==> config.mk <==
export PLATFORM = sky130hd
export DESIGN_NAME = blend_and_palette_snap_unit
export DESIGN_NICKNAME = d
export VERILOG_FILES = /design/src/rtl/bps_pkg.sv /design/src/rtl/bps_mem.sv /design/src/rtl/bps_search.sv /design/src/rtl/blend_and_palette_snap_unit.sv
export VERILOG_INCLUDE_DIRS = /design/src /design/src/rtl
export SDC_FILE = /design/constraint.sdc
export NUM_CORES = 2
export LEC_CHECK = 0
export BUFFER_PORTS_ARGS = -buffer_cell sky130_fd_sc_hd__buf_4
export CAP_MARGIN = 5
export CORE_ASPECT_RATIO = 1.2
export CORE_MARGIN = 2
export CORE_UTILIZATION = 50
export DETAILED_ROUTE_END_ITERATION = 8
export PLACE_DENSITY = 0.71
export SYNTH_ARGS = -nofsm -noshare
export SYNTH_HDL_FRONTEND = slang
export SYNTH_SLANG_ARGS = --single-unit
==> constraint.sdc <==
create_clock -name clk_i -period 5.85 [get_ports clk_i]
set_clock_uncertainty 0.15 [all_clocks]
set_input_delay 0.8775 -clock clk_i [delete_from_list [all_inputs] [get_ports clk_i]]
set_output_delay 0.8775 -clock clk_i [all_outputs]
set_load 0.01 [all_outputs]
==> src/rtl/blend_and_palette_snap_unit_assert.svh <==
// Assertion macros shared by the blend and palette snap RTL.
`ifndef BLEND_AND_PALETTE_SNAP_UNIT_ASSERT_SVH
`define BLEND_AND_PALETTE_SNAP_UNIT_ASSERT_SVH

`ifndef SYNTHESIS
`define BPS_ASSERT(lbl, prop, msg) \
  lbl: assert property (@(posedge clk_i) disable iff (!rst_ni) prop) else $error(msg);
`define BPS_ASSERT_RST(lbl, prop, msg) \
  lbl: assert property (@(posedge clk_i) prop) else $error(msg);
`else
`define BPS_ASSERT(lbl, prop, msg)
`define BPS_ASSERT_RST(lbl, prop, msg)
`endif

`endif

==> src/rtl/bps_pkg.sv <==
// Shared types, constants and the channel blend function of the palette snap unit.
package bps_pkg;

  localparam int unsigned IDX_W     = 6;
  localparam int unsigned COLOR_W   = 24;
  localparam int unsigned DIST_W    = 18;
  localparam int unsigned CNT_W     = 7;
  localparam int unsigned CH_W      = 8;
  localparam int unsigned NUM_CH    = 3;
  localparam logic [CNT_W-1:0] CNT_RESET = 7'd64;
  localparam logic [CH_W:0]    CH_MAX    = 9'd255;

  localparam logic OP_WRITE = 1'b0;
  localparam logic OP_BLEND = 1'b1;
  localparam logic MODE_AVG = 1'b0;
  localparam logic MODE_SAT = 1'b1;

  typedef enum logic [2:0] {
    ST_IDLE = 3'b001,
    ST_BACK = 3'b010,
    ST_SCAN = 3'b100
  } state_e;

  typedef struct packed {
    logic clear;
    logic valid;
  } srch_ctl_t;

  function automatic logic [COLOR_W-1:0] blend_px(input logic [COLOR_W-1:0] a,
                                                  input logic [COLOR_W-1:0] b,
                                                  input logic               mode);
    logic [COLOR_W-1:0] res;
    logic [CH_W:0]      s;
    res = '0;
    for (int c = 0; c < NUM_CH; c++) begin
      s = {1'b0, a[c*CH_W +: CH_W]} + {1'b0, b[c*CH_W +: CH_W]};
      if (mode == MODE_SAT) begin
        res[c*CH_W +: CH_W] = (s > CH_MAX) ? CH_MAX[CH_W-1:0] : s[CH_W-1:0];
      end else begin
        res[c*CH_W +: CH_W] = s[CH_W:1];
      end
    end
    return res;
  endfunction

endpackage

==> src/rtl/bps_mem.sv <==
// Palette store: one write port, one read port, registered read data.
module bps_mem
  import bps_pkg::*;
#(
  parameter int unsigned DEPTH = 64,
  localparam int unsigned AW   = $clog2(DEPTH)
) (
  input  logic               clk_i,
  input  logic               we_i,
  input  logic [AW-1:0]      waddr_i,
  input  logic [COLOR_W-1:0] wdata_i,
  input  logic               re_i,
  input  logic [AW-1:0]      raddr_i,
  output logic [COLOR_W-1:0] rdata_o
);

  logic [COLOR_W-1:0] mem [DEPTH];
  logic [COLOR_W-1:0] rdata_q;

  always_ff @(posedge clk_i) begin
    if (we_i) begin
      mem[waddr_i] <= wdata_i;
    end
  end

  always_ff @(posedge clk_i) begin
    if (re_i) begin
      rdata_q <= mem[raddr_i];
    end
  end

  assign rdata_o = rdata_q;

endmodule

==> src/rtl/bps_search.sv <==
// Nearest-entry search: registered channel squares, then sum and running minimum.
module bps_search
  import bps_pkg::*;
#(
  parameter int unsigned DEPTH = 64,
  localparam int unsigned AW   = $clog2(DEPTH)
) (
  input  logic               clk_i,
  input  logic               rst_ni,
  input  srch_ctl_t          ctl_i,
  input  logic [AW-1:0]      idx_i,
  input  logic [COLOR_W-1:0] entry_i,
  input  logic [COLOR_W-1:0] ref_i,
  output logic               busy_o,
  output logic [AW-1:0]      best_idx_o,
  output logic [DIST_W-1:0]  best_dist_o
);

  logic [2*CH_W-1:0] sq_d [NUM_CH];
  logic [2*CH_W-1:0] sq_q [NUM_CH];
  logic              v_q;
  logic [AW-1:0]     idx_q;
  logic              first_q;
  logic [AW-1:0]     best_idx_q;
  logic [DIST_W-1:0] best_dist_q;
  logic [DIST_W-1:0] sum;
  logic              take;

  always_comb begin
    logic [CH_W-1:0] x;
    logic [CH_W-1:0] y;
    logic [CH_W-1:0] t;
    for (int c = 0; c < NUM_CH; c++) begin
      x = entry_i[c*CH_W +: CH_W];
      y = ref_i[c*CH_W +: CH_W];
      t = (x > y) ? (x - y) : (y - x);
      sq_d[c] = (2*CH_W)'(t) * (2*CH_W)'(t);
    end
  end

  always_ff @(posedge clk_i) begin
    for (int c = 0; c < NUM_CH; c++) begin
      sq_q[c] <= sq_d[c];
    end
    idx_q <= idx_i;
  end

  assign sum  = DIST_W'(sq_q[0]) + DIST_W'(sq_q[1]) + DIST_W'(sq_q[2]);
  assign take = v_q && (first_q || (sum < best_dist_q));

  always_ff @(posedge clk_i or negedge rst_ni) begin
    if (!rst_ni) begin
      v_q     <= 1'b0;
      first_q <= 1'b1;
    end else begin
      v_q <= ctl_i.valid;
      if (ctl_i.clear) begin
        first_q <= 1'b1;
      end else if (v_q) begin
        first_q <= 1'b0;
      end
    end
  end

  always_ff @(posedge clk_i) begin
    if (take) begin
      best_idx_q  <= idx_q;
      best_dist_q <= sum;
    end
  end

  assign busy_o      = v_q;
  assign best_idx_o  = best_idx_q;
  assign best_dist_o = best_dist_q;

endmodule

==> src/rtl/blend_and_palette_snap_unit.sv <==
// Blend and palette snap unit: input channel, sequencer, palette store and output word.
//
// Input words arrive on s_axis; tuser selects the operation. A write word stores
// one palette entry in the accept cycle and produces nothing. A blend word reads
// its backdrop entry, mixes it with the overlay color (average or saturating add),
// then walks the first active_count entries (clamped to 1..PALETTE_DEPTH), one
// palette read per cycle through the store's single read port, keeping the
// lowest index with the smallest squared distance.
// A blend's result word reaches m_axis through one read per searched entry (the
// backdrop read sits in the accept cycle), two search stages and the output
// load. The next word can be accepted in the cycle after the load, so a new
// blend is not taken before the last one is done. Writes are taken back to back.
// New words are accepted only between blends, but a result may still wait in the
// output register meanwhile; if the receiver stalls, the next blend holds at the
// end of its search until the pending word is taken.
// cfg_we_i writes active_count at any edge; write it only while idle.
// Reset empties the output register, returns to idle and sets active_count to 64.
// The palette is not cleared: every searched entry must be written before a blend.
module blend_and_palette_snap_unit
  import bps_pkg::*;
#(
  parameter int unsigned PALETTE_DEPTH = 64
) (
  input  logic         clk_i,
  input  logic         rst_ni,
  input  logic         cfg_we_i,
  input  logic [6:0]   cfg_wdata_i,     // active_count
  input  logic         s_axis_tvalid_i,
  output logic         s_axis_tready_o,
  input  logic [31:0]  s_axis_tdata_i,  // index[5:0], color[29:6], zero pad
  input  logic [1:0]   s_axis_tuser_i,  // op[0], mode[1]
  output logic         m_axis_tvalid_o,
  input  logic         m_axis_tready_i,
  output logic [47:0]  m_axis_tdata_o   // nearest_index[5:0], blended_color[29:6],
                                        // best_distance[47:30]
);

  localparam int unsigned AW = $clog2(PALETTE_DEPTH);
  localparam int unsigned NW = AW + 1;
  localparam int unsigned XW = (AW + 1 > IDX_W) ? AW + 1 : IDX_W;
  localparam int unsigned CW = (NW > CNT_W) ? NW : CNT_W;

  `include "blend_and_palette_snap_unit_assert.svh"

  state_e              state_q, state_d;
  logic [CNT_W-1:0]    active_count_q;
  logic [COLOR_W-1:0]  color_q;
  logic                mode_q;
  logic                in_range_q;
  logic [NW-1:0]       n_q;
  logic [NW-1:0]       iss_q, iss_d;
  logic                p1_v_q;
  logic [AW-1:0]       p1_idx_q;
  logic [COLOR_W-1:0]  mixed_q;
  logic                out_v_q;
  logic [47:0]         out_data_q;

  logic                accept;
  logic                in_op;
  logic                in_mode;
  logic [IDX_W-1:0]    in_idx;
  logic [COLOR_W-1:0]  in_color;
  logic [XW-1:0]       idx_ext;
  logic                idx_ok;
  logic [CW-1:0]       ac_ext;
  logic [CW-1:0]       n_clamp;
  logic                issue;
  logic                mem_we;
  logic                mem_re;
  logic [AW-1:0]       mem_raddr;
  logic [COLOR_W-1:0]  mem_rdata;
  logic [COLOR_W-1:0]  backdrop;
  srch_ctl_t           srch_ctl;
  logic                srch_busy;
  logic [AW-1:0]       best_idx;
  logic [DIST_W-1:0]   best_dist;
  logic                done;
  logic                load;

  assign in_op    = s_axis_tuser_i[0];
  assign in_mode  = s_axis_tuser_i[1];
  assign in_idx   = s_axis_tdata_i[5:0];
  assign in_color = s_axis_tdata_i[29:6];

  assign s_axis_tready_o = (state_q == ST_IDLE);
  assign accept          = s_axis_tvalid_i && s_axis_tready_o;

  assign idx_ext = XW'(in_idx);
  assign idx_ok  = idx_ext < XW'(PALETTE_DEPTH);

  always_comb begin
    ac_ext = CW'(active_count_q);
    if (ac_ext == '0) begin
      n_clamp = CW'(1);
    end else if (ac_ext > CW'(PALETTE_DEPTH)) begin
      n_clamp = CW'(PALETTE_DEPTH);
    end else begin
      n_clamp = ac_ext;
    end
  end

  assign issue  = ((state_q == ST_BACK) || (state_q == ST_SCAN)) && (iss_q < n_q);
  assign mem_we = accept && (in_op == OP_WRITE) && idx_ok;

  always_comb begin
    mem_re    = 1'b0;
    mem_raddr = iss_q[AW-1:0];
    if (accept && (in_op == OP_BLEND)) begin
      mem_re    = idx_ok;
      mem_raddr = idx_ext[AW-1:0];
    end else if (issue) begin
      mem_re = 1'b1;
    end
  end

  bps_mem #(
    .DEPTH (PALETTE_DEPTH)
  ) u_mem (
    .clk_i   (clk_i),
    .we_i    (mem_we),
    .waddr_i (idx_ext[AW-1:0]),
    .wdata_i (in_color),
    .re_i    (mem_re),
    .raddr_i (mem_raddr),
    .rdata_o (mem_rdata)
  );

  assign backdrop = in_range_q ? mem_rdata : '0;

  assign srch_ctl.clear = accept;
  assign srch_ctl.valid = p1_v_q;

  bps_search #(
    .DEPTH (PALETTE_DEPTH)
  ) u_search (
    .clk_i       (clk_i),
    .rst_ni      (rst_ni),
    .ctl_i       (srch_ctl),
    .idx_i       (p1_idx_q),
    .entry_i     (mem_rdata),
    .ref_i       (mixed_q),
    .busy_o      (srch_busy),
    .best_idx_o  (best_idx),
    .best_dist_o (best_dist)
  );

  assign done = (state_q == ST_SCAN) && (iss_q == n_q) && !p1_v_q && !srch_busy;
  assign load = done && (!out_v_q || m_axis_tready_i);

  always_comb begin
    state_d = state_q;
    iss_d   = iss_q;
    unique case (state_q)
      ST_IDLE: begin
        iss_d = '0;
        if (accept && (in_op == OP_BLEND)) begin
          state_d = ST_BACK;
        end
      end
      ST_BACK: begin
        iss_d   = iss_q + NW'(1);
        state_d = ST_SCAN;
      end
      ST_SCAN: begin
        if (issue) begin
          iss_d = iss_q + NW'(1);
        end
        if (load) begin
          state_d = ST_IDLE;
        end
      end
      default: state_d = ST_IDLE;
    endcase
  end

  always_ff @(posedge clk_i or negedge rst_ni) begin
    if (!rst_ni) begin
      state_q        <= ST_IDLE;
      active_count_q <= CNT_RESET;
      iss_q          <= '0;
      p1_v_q         <= 1'b0;
      out_v_q        <= 1'b0;
    end else begin
      state_q <= state_d;
      iss_q   <= iss_d;
      p1_v_q  <= issue;
      if (cfg_we_i) begin
        active_count_q <= cfg_wdata_i;
      end
      if (load) begin
        out_v_q <= 1'b1;
      end else if (m_axis_tready_i) begin
        out_v_q <= 1'b0;
      end
    end
  end

  always_ff @(posedge clk_i) begin
    if (accept) begin
      color_q    <= in_color;
      mode_q     <= in_mode;
      in_range_q <= idx_ok;
      n_q        <= NW'(n_clamp);
    end
    if (state_q == ST_BACK) begin
      mixed_q <= blend_px(backdrop, color_q, mode_q);
    end
    p1_idx_q <= iss_q[AW-1:0];
    if (load) begin
      out_data_q <= {best_dist, mixed_q, IDX_W'(best_idx)};
    end
  end

  assign m_axis_tvalid_o = out_v_q;
  assign m_axis_tdata_o  = out_data_q;

  `BPS_ASSERT(a_idle_pipe_empty, s_axis_tready_o |-> (!p1_v_q && !srch_busy),
              "input accepted while a search is in flight")
  `BPS_ASSERT(a_no_overwrite, load |-> (!out_v_q || m_axis_tready_i),
              "result word overwritten before it was taken")
  `BPS_ASSERT(a_issue_bound, (state_q == ST_SCAN) |-> (iss_q <= n_q),
              "palette read issued beyond the searched count")
  `BPS_ASSERT(a_back_to_scan, (state_q == ST_BACK) |=> (state_q == ST_SCAN),
              "backdrop read not followed by the search")
  `BPS_ASSERT_RST(a_reset_out, !rst_ni |=> !out_v_q,
                  "result word valid right after reset")

endmodule
# [Yosys cells after proc, flatten, opt, wreduce, memory -nomap -nowiden]
# Memories as Yosys holds them, arrays and structs flattened. A register that Yosys moved wholly into a read port is not among the register bits.
# Index checks and enable logic that the tools add are counted.
[totals] ff_bits=162 latch_bits=0 ramBits=1584 rom_bits=0 inputBits=46 out_inout_bits=50 wordCells=101 mem_count=2
[mem_list] memory="u_mem.mem" words=64 word_bits=24 read_ports=1 rd_ports_with_merged_regs=1 write_ports=1 line="bps_mem.sv:17" rtl="logic [COLOR_W-1:0] mem [DEPTH];"
[mem_list] memory="u_search.sq_q" words=3 word_bits=16 read_ports=3 rd_ports_with_merged_regs=0 write_ports=3 line="bps_search.sv:20" rtl="logic [2*CH_W-1:0] sq_q [NUM_CH];"
[op_classes] n_addsub=12 mul=3 div=0 magnitude_cmp=10 n_eq_ne=7 n_shift=0 n_mux=25 bitwise=1 reduce_logical=23
[ops] operator="8-bit 2-to-1 mux" count=9
[ops] operator="8-bit by 8-bit multiplier with 16-bit output" count=3
[ops] operator="8-bit subtractor" count=6
[ops] operator="8-bit by 8-bit adder with 9-bit output" count=3
[ops] operator="9-bit by 8-bit > comparator with 1-bit output, second input constant" count=3
[ops] operator="8-bit > comparator" count=3
[ops] operator="24-bit 2-to-1 mux" count=1
[ops] operator="7-bit case mux with 3 select lines" count=1
[ops] operator="18-bit by 16-bit adder with 18-bit output" count=1
[ops] operator="18-bit less-than comparator" count=1
[ops] operator="16-bit by 16-bit adder with 17-bit output" count=1
[ops] operator="7-bit 2-to-1 mux" count=2
[ops] operator="1-bit logical AND" count=10
[ops] operator="3-bit case mux with 3 select lines" count=1
[ops] operator="1-bit 2-to-1 mux" count=8
[ops] operator="7-bit by 1-bit adder with 7-bit output, second input constant" count=1
[ops] operator="7-bit == test" count=1
[ops] operator="7-bit > comparator, second input constant" count=1
[ops] operator="7-bit logical NOT" count=1
[ops] operator="6-bit by 7-bit less-than comparator with 1-bit output, second input constant" count=1
[ops] operator="7-bit less-than comparator" count=1
[ops] operator="3-bit 2-to-1 mux" count=2
[ops] operator="6-bit 2-to-1 mux" count=1
[ops] operator="2-bit inequality test, second input constant" count=2
[ops] operator="11 further kinds" count=17

# [Longest topological paths before layout]
[logic_depth] word_depth=7 ltp_mapped=31 mapped_depth_nobuf=30

# [By module]
# Synthesis repeated with hierarchy kept, for this count alone.
[hier_totals] hier_cells=4058 area_unflattened_um2=75045.7
[modules_own_cells] module="bps_mem" n_inst=1 cells_each=2610 area_per_inst_um2=59535.8 seq_area_each_um2=46844.9
[modules_own_cells] module="bps_search" n_inst=1 cells_each=1047 area_per_inst_um2=9854.5 seq_area_each_um2=1793.0
[modules_own_cells] module="blend_and_palette_snap_unit" n_inst=1 cells_each=401 area_per_inst_um2=5655.4 seq_area_each_um2=3721.1

# [Worst setup path before layout]
# OpenSTA, ideal clock, no wires.
[synth_timing] path_kind="register -> register" start="reg u_mem.rdata_q[0] (netlist: u_mem.rdata_o[0]), read port of u_mem.mem" end="mem u_search.sq_q[0][15] (netlist name)" setup_time_ns=0.072 arrival_ns=6.278 t_required_ns=5.628 setup_slack_ns=-0.650 stages_incl_launch_ff=27 path_buffers=0 synth_period_minus_slack_ns=6.500 cell_sequence="edfxtp_1 > inv_1 > ha_1 > inv_1 > fa_1 > a211oi_1 > o21ai_1 > a31oi_1 > nor2_2 > mux2i_1 > a311oi_2 > nand2_1 > xnor2_1 > nor2_1 > fa_1 > fa_1 > inv_1 > fa_1 > fa_1 > inv_1 > ha_1 > a21oi_1 > nor2b_1 > o2111ai_1 > nand3_1 > o41ai_1 > xnor2_1"
[synth_rtl] item="from (decl)" line="bps_mem.sv:18" rtl="logic [COLOR_W-1:0] rdata_q;"
[synth_rtl] item="to (decl)" line="bps_search.sv:20"

==> impl_metrics.py <==
metrics = {
    "global_routing": {
        "grt_use_total_pct": 24.3,
        "grt_first_pass_wirelength_um": 282000,
        "grt_pass1_vias": 45700,
        "antenna_found_initial": 13,
        "gr-usage-met2_pct": 41.6,
        "grt_overflow": 0,
        "grtUsageMet3_pct": 3.95,
        "gr-usage-met1_pct": 30.0,
        "busiest_layer": "met2",
        "grt_max_degree": 117,
    },
    "clock_network": {
        "path_clk_slew_ps": 60,
        "cts-root-buf": "clkbuf_16",
        "cts_tree": "built",
        "htreeDepth": 4,
        "cts_buffers": 166,
        "clk_latency_ps": 820,
        "clockBufferDepth": 3,
        "clock-sinks": 1766,
    },
    "timing": {
        "finalHoldViolations": 0,
        "tightest_slew_ps": 1060,
        "min_period_ps": 6380,
        "setup_violations": 13,
        "grt_setup_unrepaired": "true",
        "slew_viol_final": 0,
        "finalCritPeriodShare_pct": 109,
        "finalWorstSetupSlack_ps": -532,
        "relSlewSlack_pct": 29.0,
        "fin_setup_tns_ps": -3670,
        "fmax_ghz": 0.157,
    },
    "run_status": {
        "violations": "negative setup slack",
        "status": "finished, violations left",
    },
    "routing": {
        "ant_nets": 0,
        "wirelength_um": 192000,
        "drtPass1Iterations": 6,
        "wl_per_cell_um": 24.7,
        "via_per_inst": 5.91,
        "route.detailed.drc": 0,
        "vias": 45900,
        "drtIter0Drc": 5500,
    },
    "floorplan": {
        "rows": 156,
        "die-height_um": 432,
        "die_w_um": 360,
        "design.die.area_um2": 156000,
        "start_util_pct": 50.4,
        "core_um2": 151000,
        "ioPinCount": 96,
    },
    "finish": {
        "drive_gt1_share_pct": 20.7,
        "final_common_cell": "edfxtp_1",
        "final_nets": 5997,
        "final_cell_mix": "edfxtp_1, nand2_1, buf_4, nand3_1, inv_1",
        "nFillCells": 11400,
        "finish.instance_area_um2": 88000,
        "area_growth_syn_to_layout_pct": 15.5,
    },
    "worst_setup_path": {
        "cp_max_fo": 6,
        "critPathMostFrequentCell": "fa_1",
        "cpPeakStageDelay_ps": 520,
        "crit_required_ps": 6440,
        "start_kind": "register",
        "crit_path_end_kind": "register",
        "r2r_slack_ps": -530,
        "critPathKind": "reg -> reg",
        "slowest_stage": "fa_1",
        "cp.arrival_ps": 6970,
    },
    "place": {
        "portBuffers": 93,
        "placed_area_um2": 81700,
        "gp_congestion": 0.877,
        "hpwl_um": 114000,
    },
    "synthesis": {
        "synth_edf_count": 1688,
        "yosysSeqAreaShare_pct": 68.7,
        "synthArstFlopShare_pct": 1.19,
        "synth.top_cells.by_area": "edfxtp_1, mux4_2, nand2_1",
        "ys.flop_type": "edfxtp_1",
        "synth_nets": 5579,
        "yosys.area.top_type": "edfxtp_1",
        "synth_top_area_share_pct": 66.5,
        "synth_seq_cells": 1766,
        "synth.distinct_cells": 76,
        "syn_area_um2": 76200,
        "yosysWarnings": 0,
        "synth_cells": 5232,
        "synth.avg_cell_area_um2": 14.6,
    },
    "flow_run": {
        "cap_viol_max_count": 0,
    },
    "power_and_ir_drop": {
        "vdd_drop_max_mv": 0.318,
        "finalPower_mw": 24.6,
        "powerDensity_nw_per_um2": 279,
        "leakagePower_nw": 31.8,
    },
    "min_path": {
        "hp-class": "in -> reg",
    },
}
-- per-layer routing --
layer / vias up / wire length [um]
li1: 20300 / -
met5: - / 69
met4: 10 / 10100
met2: 2239 / 97000
met3: 424 / 15100
met1: 22900 / 69300
-- flip-flops by register name, summed over array words and instances (netlist names), 7 cells and up --
signal                count
ac_ext                    7
color_q                  24
iss_q                     7
m_axis_tdata_o           48
mixed_q                  24
n_q                       7
u_mem.mem              1536
u_mem.rdata_o            24
u_search.best_dist_o     18
u_search.sq_q            45
-- synth_stat cells, types with 5 or more instances --
library cell	count
clkbuf_1	114
a211o_1	8
nand2b_1	66
ha_1	215
xnor2_1	85
or3_1	55
nor3_1	32
nand3_1	455
and2_1	6
mux4_2	192
a221oi_1	5
nand2_1	829
nor2_1	210
and3_1	63
dfxtp_1	57
fa_1	86
a31oi_1	9
buf_4	9
o21bai_1	21
o21ai_0	89
nand4_1	35
xor2_1	28
buf_2	95
a311oi_1	51
nor3b_1	8
buf_1	26
o21a_1	16
edfxtp_1	1688
mux2_2	13
or2_2	14
nor2b_1	26
a22oi_1	52
a211oi_1	5
o22a_1	22
mux2i_1	46
dfrtp_1	18
a21oi_1	152
inv_1	237
a21o_1	26
-- path summary, 6_finish.rpt --
kind	start	to	cells past startpoint
worst min-delay path	s_axis_tuser_i[1]	mode_q	1
worst max-delay path	u_mem.rdata_o[2]	u_search.sq_q[0][15]	25
worst min register to register	p1_idx_q[5]	u_search.idx_q[5]	0
worst max register to register	u_mem.rdata_o[2]	u_search.sq_q[0][15]	25
max in group asynchronous	rst_ni	ac_ext[6]	2
min in group asynchronous	rst_ni	m_axis_tvalid_o	2
-- what timing repair did --
action / 4_1_cts / 5_1_grt
buffers inserted: 27 / 12
hold buffers: 1 / 0
hold endpoints to repair: 18 / 0
gates resized for setup: 100 / 80
pin swaps: 51 / 63
setup endpoints to repair: 19 / 24
-- stage by stage --
step | std cells | util [%] | worst slack [ps] | hold WS, ps
detailed placement | 7424 | 54.1 | -667 | 162
global placement | 7424 | 54.1 | -675 | 162
CTS | 7751 | 58.0 | -399 | 68.0
floorplan | 5232 | - | -400 | 160
finish | 7765 | 58.2 | -532 | 129
global route | 7761 | 58.2 | -751 | 95.1
-- critical path, delay by kind of cell, from the launching register on --
family	cells	cell delay [ps]
simple gates	7	1120
fa+ha+maj	6	2630
compound gates	4	950
xor+xnor	2	330
buf+inv	5	540
flops	1	400
mux	1	180
-- report_power, final --
| group | leakage [nW] | internal [mW] | switching, mW |
|---|---|---|---|
| combinational | 13.3 | 0.0278 | 0.234 |
| clock | 2.54 | 5.87 | 4.61 |
| sequential | 16.0 | 13.8 | 0.00494 |
-- cell type report --
class                           instances  area (um^2)  share of cell area, %
Clock inverter                         91          810                  0.920
Sequential cell                      1766        52400                   59.5
Clock buffer                          209         4400                   5.00
Multi-Input combinational cell       2980        23000                   26.2
Timing Repair Buffer                  497         4010                   4.55
Inverter                              239          902                   1.03
Antenna cell                            8         20.0                 0.0228
Tap cell                             1975         2470                   2.81
-- kinds of logic (layout without fill, tap and decap cells) --
family                     Yosys count  count (layout)  synth area share [%]
and+or+nand+nor                   1816            1816                  10.8
muxes                              252             252                  6.50
other                                0               8                     0
AOI/OAI and AO/OA                  496             496                  4.27
adders and majority gates          301             301                  5.79
DFF                               1766            1766                  68.7
xor gates and xnor gates           115             115                  1.34
buffers and inverters              486            1036                  2.62
No activity file was read; power rests on OpenSTA's default activity.
